[src/design/acmf_pkg.sv]
package acmf_pkg;

    localparam int WINDOW_DEFAULT   = 8;
    localparam int SAMPLE_W         = 12;
    localparam int IN_W             = 16;
    localparam int RATIO_W          = 12;
    localparam int PROD_W           = SAMPLE_W + RATIO_W;
    localparam int Q8_SHIFT         = 8;
    localparam int MEDIAN_MIN_COUNT = 4;
    localparam int APB_DATA_W       = 32;
    localparam int APB_ADDR_W       = 3;

    localparam logic [SAMPLE_W-1:0]   SAMPLE_MAX  = 12'hFFF;
    localparam logic [RATIO_W-1:0]    RATIO_RESET = 12'd64;
    localparam logic [APB_ADDR_W-1:0] ADDR_RATIO  = 3'd0;

endpackage

[src/design/acmf_ram.sv]
module acmf_ram #(
    parameter int WIDTH = 12,
    parameter int DEPTH = 8,
    parameter int ADDR_W = (DEPTH > 1) ? $clog2(DEPTH) : 1
) (
    input  logic              i_clk,
    input  logic              i_we,
    input  logic [ADDR_W-1:0] i_waddr,
    input  logic [WIDTH-1:0]  i_wdata,
    input  logic [ADDR_W-1:0] i_raddr,
    output logic [WIDTH-1:0]  o_rdata
);

    logic [WIDTH-1:0] r_mem [DEPTH];
    logic [WIDTH-1:0] r_rdata;

    always_ff @(posedge i_clk) begin
        if (i_we) begin
            r_mem[i_waddr] <= i_wdata;
        end
        r_rdata <= r_mem[i_raddr];
    end

    assign o_rdata = r_rdata;

endmodule

[src/design/adc_mean_median_switch_filter_unit.sv]
// ADC mean/median switch filter.
// Input channel: i_sample with i_in_valid / o_in_ready. A request is taken at a
// rising edge where both are high, and the sample is clamped to 4095.
// Output channel: o_filtered, o_average and o_median_chosen with o_out_valid /
// i_out_ready. The result sits in an output register until it is taken.
// The ratio register sits at APB address 0; pready is always high and writes
// take effect at the access cycle. Writes are expected only while idle.
// Each request runs through a window update step, then a restoring divider
// that resolves one quotient bit per cycle, then, once at least four samples
// are held, a median search that reuses one pair of comparators over the
// single read port of the window memory. Up to count median candidates are
// tried, each loaded and then compared against every held sample, then the
// ratio test (multiply, then compare) runs and the result is handed off.
// o_in_ready is high only while the block is idle. A stalled receiver blocks the
// next result from leaving, and the block then holds in its final step.
// Reset clears the window state, the running sum and the output valid, and
// sets the ratio to 64; no clearing pass is needed.
module adc_mean_median_switch_filter_unit #(
    parameter int WINDOW = acmf_pkg::WINDOW_DEFAULT
) (
    input  logic                                i_clk,
    input  logic                                i_rst_n,
    input  logic                                i_in_valid,
    output logic                                o_in_ready,
    input  logic [acmf_pkg::IN_W-1:0]           i_sample,
    output logic                                o_out_valid,
    input  logic                                i_out_ready,
    output logic [acmf_pkg::SAMPLE_W-1:0]       o_filtered,
    output logic [acmf_pkg::SAMPLE_W-1:0]       o_average,
    output logic                                o_median_chosen,
    input  logic                                psel,
    input  logic                                penable,
    input  logic                                pwrite,
    input  logic [acmf_pkg::APB_ADDR_W-1:0]     paddr,
    input  logic [acmf_pkg::APB_DATA_W-1:0]     pwdata,
    output logic [acmf_pkg::APB_DATA_W-1:0]     prdata,
    output logic                                pready
);
    import acmf_pkg::*;

    localparam int IDX_W = (WINDOW > 1) ? $clog2(WINDOW) : 1;
    localparam int CNT_W = $clog2(WINDOW + 1);
    localparam int SUM_W = SAMPLE_W + $clog2(WINDOW);
    localparam int STEP_W = $clog2(SUM_W);

    typedef enum logic [9:0] {
        S_IDLE  = 10'b00_0000_0001,
        S_OLD   = 10'b00_0000_0010,
        S_DIV   = 10'b00_0000_0100,
        S_CAND  = 10'b00_0000_1000,
        S_CLOAD = 10'b00_0001_0000,
        S_SWEEP = 10'b00_0010_0000,
        S_CHECK = 10'b00_0100_0000,
        S_MUL   = 10'b00_1000_0000,
        S_CMP   = 10'b01_0000_0000,
        S_DONE  = 10'b10_0000_0000
    } t_state;

    t_state                r_state, n_state;
    logic [RATIO_W-1:0]    r_ratio;
    logic [SAMPLE_W-1:0]   r_samp;
    logic [SUM_W-1:0]      r_sum, n_sum;
    logic [IDX_W-1:0]      r_slot, n_slot;
    logic                  r_full, n_full;
    logic [CNT_W-1:0]      r_count, n_count;
    logic [SUM_W-1:0]      r_quo, n_quo;
    logic [CNT_W-1:0]      r_rem, n_rem;
    logic [STEP_W-1:0]     r_step, n_step;
    logic [IDX_W-1:0]      r_ci, n_ci;
    logic [CNT_W-1:0]      r_cj, n_cj;
    logic [CNT_W-1:0]      r_lt, n_lt;
    logic [CNT_W-1:0]      r_le, n_le;
    logic                  r_pv, n_pv;
    logic [SAMPLE_W-1:0]   r_cv, n_cv;
    logic [SAMPLE_W-1:0]   r_diff, n_diff;
    logic [PROD_W-1:0]     r_prod, n_prod;
    logic                  r_pick, n_pick;
    logic                  r_ovalid, n_ovalid;
    logic [SAMPLE_W-1:0]   r_ofilt, n_ofilt;
    logic [SAMPLE_W-1:0]   r_oavg, n_oavg;
    logic                  r_oflag, n_oflag;

    logic                  ram_we;
    logic [IDX_W-1:0]      ram_raddr;
    logic [SAMPLE_W-1:0]   ram_rdata;
    logic [CNT_W:0]        rem_sh;
    logic [SAMPLE_W-1:0]   avg;
    logic [CNT_W-1:0]      half;
    logic                  in_acc;
    logic                  cfg_wr;

    acmf_ram #(
        .WIDTH (SAMPLE_W),
        .DEPTH (WINDOW),
        .ADDR_W(IDX_W)
    ) u_window (
        .i_clk  (i_clk),
        .i_we   (ram_we),
        .i_waddr(r_slot),
        .i_wdata(r_samp),
        .i_raddr(ram_raddr),
        .o_rdata(ram_rdata)
    );

    assign in_acc = i_in_valid && o_in_ready;
    assign cfg_wr = psel && penable && pwrite && pready && (paddr == ADDR_RATIO);
    assign rem_sh = {r_rem, r_quo[SUM_W-1]};
    assign avg    = (r_quo > SUM_W'(SAMPLE_MAX)) ? SAMPLE_MAX : r_quo[SAMPLE_W-1:0];
    assign half   = r_count >> 1;

    always_comb begin
        n_state  = r_state;
        n_sum    = r_sum;
        n_slot   = r_slot;
        n_full   = r_full;
        n_count  = r_count;
        n_quo    = r_quo;
        n_rem    = r_rem;
        n_step   = r_step;
        n_ci     = r_ci;
        n_cj     = r_cj;
        n_lt     = r_lt;
        n_le     = r_le;
        n_pv     = r_pv;
        n_cv     = r_cv;
        n_diff   = r_diff;
        n_prod   = r_prod;
        n_pick   = r_pick;
        n_ovalid = r_ovalid && !i_out_ready;
        n_ofilt  = r_ofilt;
        n_oavg   = r_oavg;
        n_oflag  = r_oflag;
        ram_we   = 1'b0;
        ram_raddr = r_slot;
        case (r_state)
            S_IDLE: begin
                if (in_acc) begin
                    n_state = S_OLD;
                end
            end
            S_OLD: begin
                ram_we = 1'b1;
                n_sum  = r_sum - (r_full ? SUM_W'(ram_rdata) : '0) + SUM_W'(r_samp);
                if (32'(r_slot) == WINDOW - 1) begin
                    n_slot  = '0;
                    n_full  = 1'b1;
                    n_count = CNT_W'(WINDOW);
                end else begin
                    n_slot  = r_slot + 1'b1;
                    n_count = r_full ? CNT_W'(WINDOW) : CNT_W'(r_slot) + 1'b1;
                end
                n_quo   = n_sum;
                n_rem   = '0;
                n_step  = STEP_W'(SUM_W - 1);
                n_pick  = 1'b0;
                n_state = S_DIV;
            end
            S_DIV: begin
                if (rem_sh >= {1'b0, r_count}) begin
                    n_rem = CNT_W'(rem_sh - {1'b0, r_count});
                    n_quo = {r_quo[SUM_W-2:0], 1'b1};
                end else begin
                    n_rem = rem_sh[CNT_W-1:0];
                    n_quo = {r_quo[SUM_W-2:0], 1'b0};
                end
                n_step = r_step - 1'b1;
                if (r_step == '0) begin
                    n_ci = '0;
                    if (32'(r_count) >= MEDIAN_MIN_COUNT) begin
                        n_state = S_CAND;
                    end else begin
                        n_state = S_DONE;
                    end
                end
            end
            S_CAND: begin
                ram_raddr = r_ci;
                n_state   = S_CLOAD;
            end
            S_CLOAD: begin
                n_cv    = ram_rdata;
                n_cj    = '0;
                n_lt    = '0;
                n_le    = '0;
                n_pv    = 1'b0;
                n_state = S_SWEEP;
            end
            S_SWEEP: begin
                if (r_pv) begin
                    if (ram_rdata < r_cv) begin
                        n_lt = r_lt + 1'b1;
                    end
                    if (ram_rdata <= r_cv) begin
                        n_le = r_le + 1'b1;
                    end
                end
                if (r_cj != r_count) begin
                    ram_raddr = r_cj[IDX_W-1:0];
                    n_cj      = r_cj + 1'b1;
                    n_pv      = 1'b1;
                end else begin
                    n_pv = 1'b0;
                    if (!r_pv) begin
                        n_state = S_CHECK;
                    end
                end
            end
            S_CHECK: begin
                if ((r_lt <= half) && (half < r_le)) begin
                    n_state = S_MUL;
                end else begin
                    n_ci    = r_ci + 1'b1;
                    n_state = S_CAND;
                end
            end
            S_MUL: begin
                n_prod  = PROD_W'(avg) * PROD_W'(r_ratio);
                n_diff  = (avg > r_cv) ? (avg - r_cv) : (r_cv - avg);
                n_state = S_CMP;
            end
            S_CMP: begin
                n_pick  = (PROD_W'({r_diff, {Q8_SHIFT{1'b0}}}) > r_prod);
                n_state = S_DONE;
            end
            S_DONE: begin
                if (!r_ovalid || i_out_ready) begin
                    n_ovalid = 1'b1;
                    n_ofilt  = r_pick ? r_cv : avg;
                    n_oavg   = avg;
                    n_oflag  = r_pick;
                    n_state  = S_IDLE;
                end
            end
            default: begin
                n_state = S_IDLE;
            end
        endcase
    end

    always_ff @(posedge i_clk) begin
        if (!i_rst_n) begin
            r_state  <= S_IDLE;
            r_ratio  <= RATIO_RESET;
            r_sum    <= '0;
            r_slot   <= '0;
            r_full   <= 1'b0;
            r_ovalid <= 1'b0;
        end else begin
            r_state  <= n_state;
            r_sum    <= n_sum;
            r_slot   <= n_slot;
            r_full   <= n_full;
            r_ovalid <= n_ovalid;
            if (cfg_wr) begin
                r_ratio <= pwdata[RATIO_W-1:0];
            end
        end
    end

    always_ff @(posedge i_clk) begin
        if (in_acc) begin
            r_samp <= (i_sample > IN_W'(SAMPLE_MAX)) ? SAMPLE_MAX : i_sample[SAMPLE_W-1:0];
        end
        r_count <= n_count;
        r_quo   <= n_quo;
        r_rem   <= n_rem;
        r_step  <= n_step;
        r_ci    <= n_ci;
        r_cj    <= n_cj;
        r_lt    <= n_lt;
        r_le    <= n_le;
        r_pv    <= n_pv;
        r_cv    <= n_cv;
        r_diff  <= n_diff;
        r_prod  <= n_prod;
        r_pick  <= n_pick;
        r_ofilt <= n_ofilt;
        r_oavg  <= n_oavg;
        r_oflag <= n_oflag;
    end

    assign o_in_ready      = (r_state == S_IDLE);
    assign o_out_valid     = r_ovalid;
    assign o_filtered      = r_ofilt;
    assign o_average       = r_oavg;
    assign o_median_chosen = r_oflag;
    assign pready          = 1'b1;
    assign prdata          = (paddr == ADDR_RATIO) ? APB_DATA_W'(r_ratio) : '0;

endmodule

[config.mk]
export PLATFORM = sky130hd
export DESIGN_NAME = adc_mean_median_switch_filter_unit
export DESIGN_NICKNAME = d
export VERILOG_FILES = /design/src/design/acmf_pkg.sv /design/src/design/acmf_ram.sv /design/src/design/adc_mean_median_switch_filter_unit.sv
export SDC_FILE = /design/constraint.sdc
export NUM_CORES = 1
export LEC_CHECK = 0
export ABC_AREA = 1
export BUFFER_PORTS_ARGS = -buffer_cell sky130_fd_sc_hd__buf_2
export CELL_PAD_IN_SITES_DETAIL_PLACEMENT = 0
export CELL_PAD_IN_SITES_GLOBAL_PLACEMENT = 1
export CORE_MARGIN = 3
export CORE_UTILIZATION = 25
export CTS_CLUSTER_DIAMETER = 120
export DETAILED_ROUTE_END_ITERATION = 8
export GPL_ROUTABILITY_DRIVEN = 0
export GPL_TIMING_DRIVEN = 0
export PLACE_DENSITY = 0.54
export SYNTH_ARGS = -nofsm -noshare
export SYNTH_HDL_FRONTEND = slang
export SYNTH_SLANG_ARGS = --single-unit
[constraint.sdc]
create_clock -name i_clk -period 6.78 [get_ports i_clk]
set_clock_uncertainty 0.2 [all_clocks]
set_input_delay 0 -clock i_clk [delete_from_list [all_inputs] [get_ports i_clk]]
set_output_delay 0 -clock i_clk [all_outputs]
set_load 0.01 [all_outputs]
==> impl_metrics.tcl <==
set metrics [dict create \
    fin_crit_sh_pct 95.2 \
    die_h_microns 286 \
    arrival_ps 6550 \
    p_per_area_mw_per_mm2 239 \
    cts_tree "yes" \
    synth_edf_count 225 \
    die_w_microns 286 \
    fin_hold_ws_ps 41.2 \
    ys.flop_type "edfxtp_1" \
    multi_input_area_sq_mm 0.00946 \
    num_io_pins 118 \
    max-cap-violations 0 \
    grt_pass1_vias 15332 \
    fp.dieArea_sq_mm 0.0821 \
    yosysWarnings 0 \
    r2r_end "r_prod[17]" \
    synth.cell_area_sq_mm 0.0197 \
    vias 15053 \
    cp-start-kind "flop" \
    critical_path.cell_chain "nor2_1 -> nand2_2 -> nor2_1 -> clkinvlp_4 -> buf_4 -> nand2_1 -> fa_1 -> fa_1 -> fa_1 -> inv_1 -> fa_1 -> inv_1 -> fa_1 -> inv_1 -> ha_1 -> a21oi_1 -> o21ai_0 -> a21oi_1 -> o21ai_0 -> nand2_1 -> nand2_1 -> xor2_1" \
    met2_length_mm 25.2 \
    numCtsBuffers 36 \
    setup_viol 0 \
    rsz0062_at_grt "no" \
    cp_slowest_cell "fa_1" \
    dr_wl_met3_mm 1.86 \
    grt-ovfl-total 0 \
    wl_met1_mm 27.0 \
    synthTopCellsByCount "530 x inv_1, 494 x nand2_1, 225 x edfxtp_1, 153 x nand3_1, 140 x ha_1" \
    dpl.cell_count 3427 \
    grt_antenna_before_repair 0 \
    path_class "reg2reg" \
    cp_slowest_stage_delay_ps 530 \
    vias_per_cell 4.24 \
    yosysUniqueCellTypes 47 \
    startpoint "r_quo[14]" \
    clock_path_buffers 3 \
    insertion_delay_ps 580 \
    timing.fmax_ghz 0.155 \
    placeableCoreArea_sq_mm 0.0777 \
    path_common_cell "fa_1" \
    syn_area_per_cell_sq_um 8.62 \
    synth_top_area_share_pct 34.4 \
    grt_pass1_wl_mm 87.1 \
    synth_top_area_cell "edfxtp_1" \
    drtAntennaViolNets 0 \
    r2r-start "r_quo[14]" \
    nets 2795 \
    diodes 0 \
    tightest_slew_ps 1090 \
    wl_per_cell_microns 15.6 \
    ys_async_sr_fraction_pct 0 \
    ff2ff_path_depth 22 \
    ir_drop_mv 0.177 \
    status "finished, final reports clean" \
    ys_seq_area_share_pct 39.9 \
    drt-pass1-iter-count 5 \
    gr-usage-all-layers_pct 13.6 \
    r2r_slack_ps 320 \
    crit_end "r_prod[17]" \
    drt-total-wl_mm 55.4 \
    drive_above_1_share_pct 9.80 \
    p_leak_nw 11.3 \
    fill_cells 8292 \
    syn_inst 2281 \
    cts.sinks 279 \
    drcViolationCount 0 \
    rows 102 \
    ys_ff_latch 279 \
    h-tree-depth 2 \
    drt_iter0_markers 836 \
    maxSlewHeadroom_pct 27.0 \
    grt_max_degree 38 \
    cp_max_fo 11 \
    syn2layout_area_growth_pct 19.5 \
    endpoint_kind "flop" \
    critPathRequiredTime_ps 6880 \
    final_hold_viol_count 0 \
    clock-root-buffer "clkbuf_16" \
    highest_layer "met4" \
    dp_hpwl_mm 44.7 \
    yosysMostFrequentCell "inv_1" \
    start_util_pct 25.3 \
    final_cells 3550 \
    hold_class "in2reg" \
    io_buffers 76 \
    period_minus_slack_ps 6460 \
    path_clk_slew_ps 60 \
    drv_slew 0 \
    synth_area_leaders "edfxtp_1 34%, fa_1 12%, inv_1 10%" \
    register_area_sq_mm 0.00784 \
]
[stage by stage]
step	TNS [ps]	setup WS [ps]	utilization (%)	cell area (sq um)	power, mW
after floorplan	0	1090	-	19700	3.08
after global placement	-3760	-561	27.6	21400	3.53
after detailed placement	-3670	-531	27.8	21600	3.55
after CTS	0	152	30.1	23400	5.69
after global routing	0	21.8	30.2	23500	5.97
final	0	324	30.2	23500	5.61
[cells in the final DEF (no fill, tap or decap), types with 6 or more instances in the layout]
cell | Yosys | final
clkinv_1 | 1 | 9
nor2_1 | 125 | 122
xor2_1 | 31 | 31
a211oi_1 | 8 | 8
a31oi_1 | 8 | 8
buf_2 | 15 | 92
conb_1 | 2 | 21
fa_1 | 115 | 115
clkbuf_16 | 0 | 36
a21oi_1 | 90 | 90
dlygate4sd3_1 | 0 | 55
bufinv_16 | 0 | 6
nor3_1 | 30 | 21
nand2_1 | 494 | 493
o21ai_0 | 81 | 81
nand4_1 | 15 | 15
ha_1 | 140 | 140
inv_1 | 530 | 527
nor3_2 | 0 | 9
buf_6 | 4 | 12
a21o_1 | 7 | 7
xnor2_1 | 22 | 22
nand3_1 | 153 | 153
dfxtp_1 | 54 | 54
buf_4 | 24 | 37
edfxtp_1 | 225 | 225
clkbuf_1 | 45 | 36
nor2_4 | 5 | 6
inv_2 | 8 | 9
[worst max-delay path: cells and delay by family (launching register included)]
| kind | cells | cell delay (ps) |
|---|---|---|
| adder cells (fa/ha/maj) | 6 | 2830 |
| AND/OR/NAND/NOR | 6 | 1090 |
| AO/OA/AOI/OAI | 4 | 910 |
| flip-flops | 1 | 490 |
| buffers and inverters | 5 | 490 |
| XOR/XNOR | 1 | 160 |
[state kept, by name (all words and copies together), names as in the netlist, 3 cells and up]
register / cells
r_prod: 24
o_average: 12
r_sum: 15
u_window.r_mem: 96
r_samp: 12
r_step: 4
r_cv: 12
r_rem: 4
r_count: 4
o_filtered: 12
u_window.o_rdata: 12
r_cj: 4
r_slot: 3
r_state: 10
r_quo: 15
r_ratio: 12
r_diff: 12
r_lt: 4
r_le: 4
r_ci: 3
[cell families after synthesis]
group | count (synthesis) | synth area share [%]
adder cells (fa/ha/maj) | 255 | 20.6
buffers and inverters | 629 | 12.7
other | 2 | 0.0382
AND/OR/NAND/NOR | 847 | 18.3
XOR/XNOR | 53 | 2.36
AO/OA/AOI/OAI | 216 | 6.06
flip-flops | 279 | 39.9
[layer usage]
metal	GRT usage (%)	vias up
met5	0	-
li1	-	7513
met1	19.1	7242
met3	1.83	64
met2	22.2	234
met4	3.66	0
[layout make-up]
type                            instances  area share, %
Timing Repair Buffer                  152           4.76
Inverter                              539           8.64
Clock inverter                         27           1.55
Clock buffer                           39           3.93
Multi-Input combinational cell       1392           40.3
Tap cell                             1040           5.54
Buffer                                 82           1.94
Sequential cell                       279           33.4
[report_power, final]
part	switching, mW	total, mW	internal [mW]
Sequential	0.0933	2.10	2.00
Combinational	0.944	1.44	0.495
Clock	0.839	2.07	1.23
[worst min path at each step]
stage / startpoint / end / slack [ps] / cells past startpoint
floorplan: pwdata[6] / r_ratio[6] / -70 / 2
global placement: pwdata[6] / r_ratio[6] / 20 / 3
detailed placement: pwdata[6] / r_ratio[6] / 20 / 3
CTS: i_sample[13] / r_samp[0] / 10 / 4
global route: i_sample[13] / r_samp[0] / 60 / 4
finish: penable / r_ratio[9] / 40 / 4
[repair_timing]
item                                   4_1_cts  5_1_grt
setup endpoints to repair                   13       10
cloned                                       0        0
hold buffers                                55        0
buffers inserted                             0       10
endpoints found under the hold margin       50        0
gates resized for setup                      5        6
(Power assumes the default switching activity.)
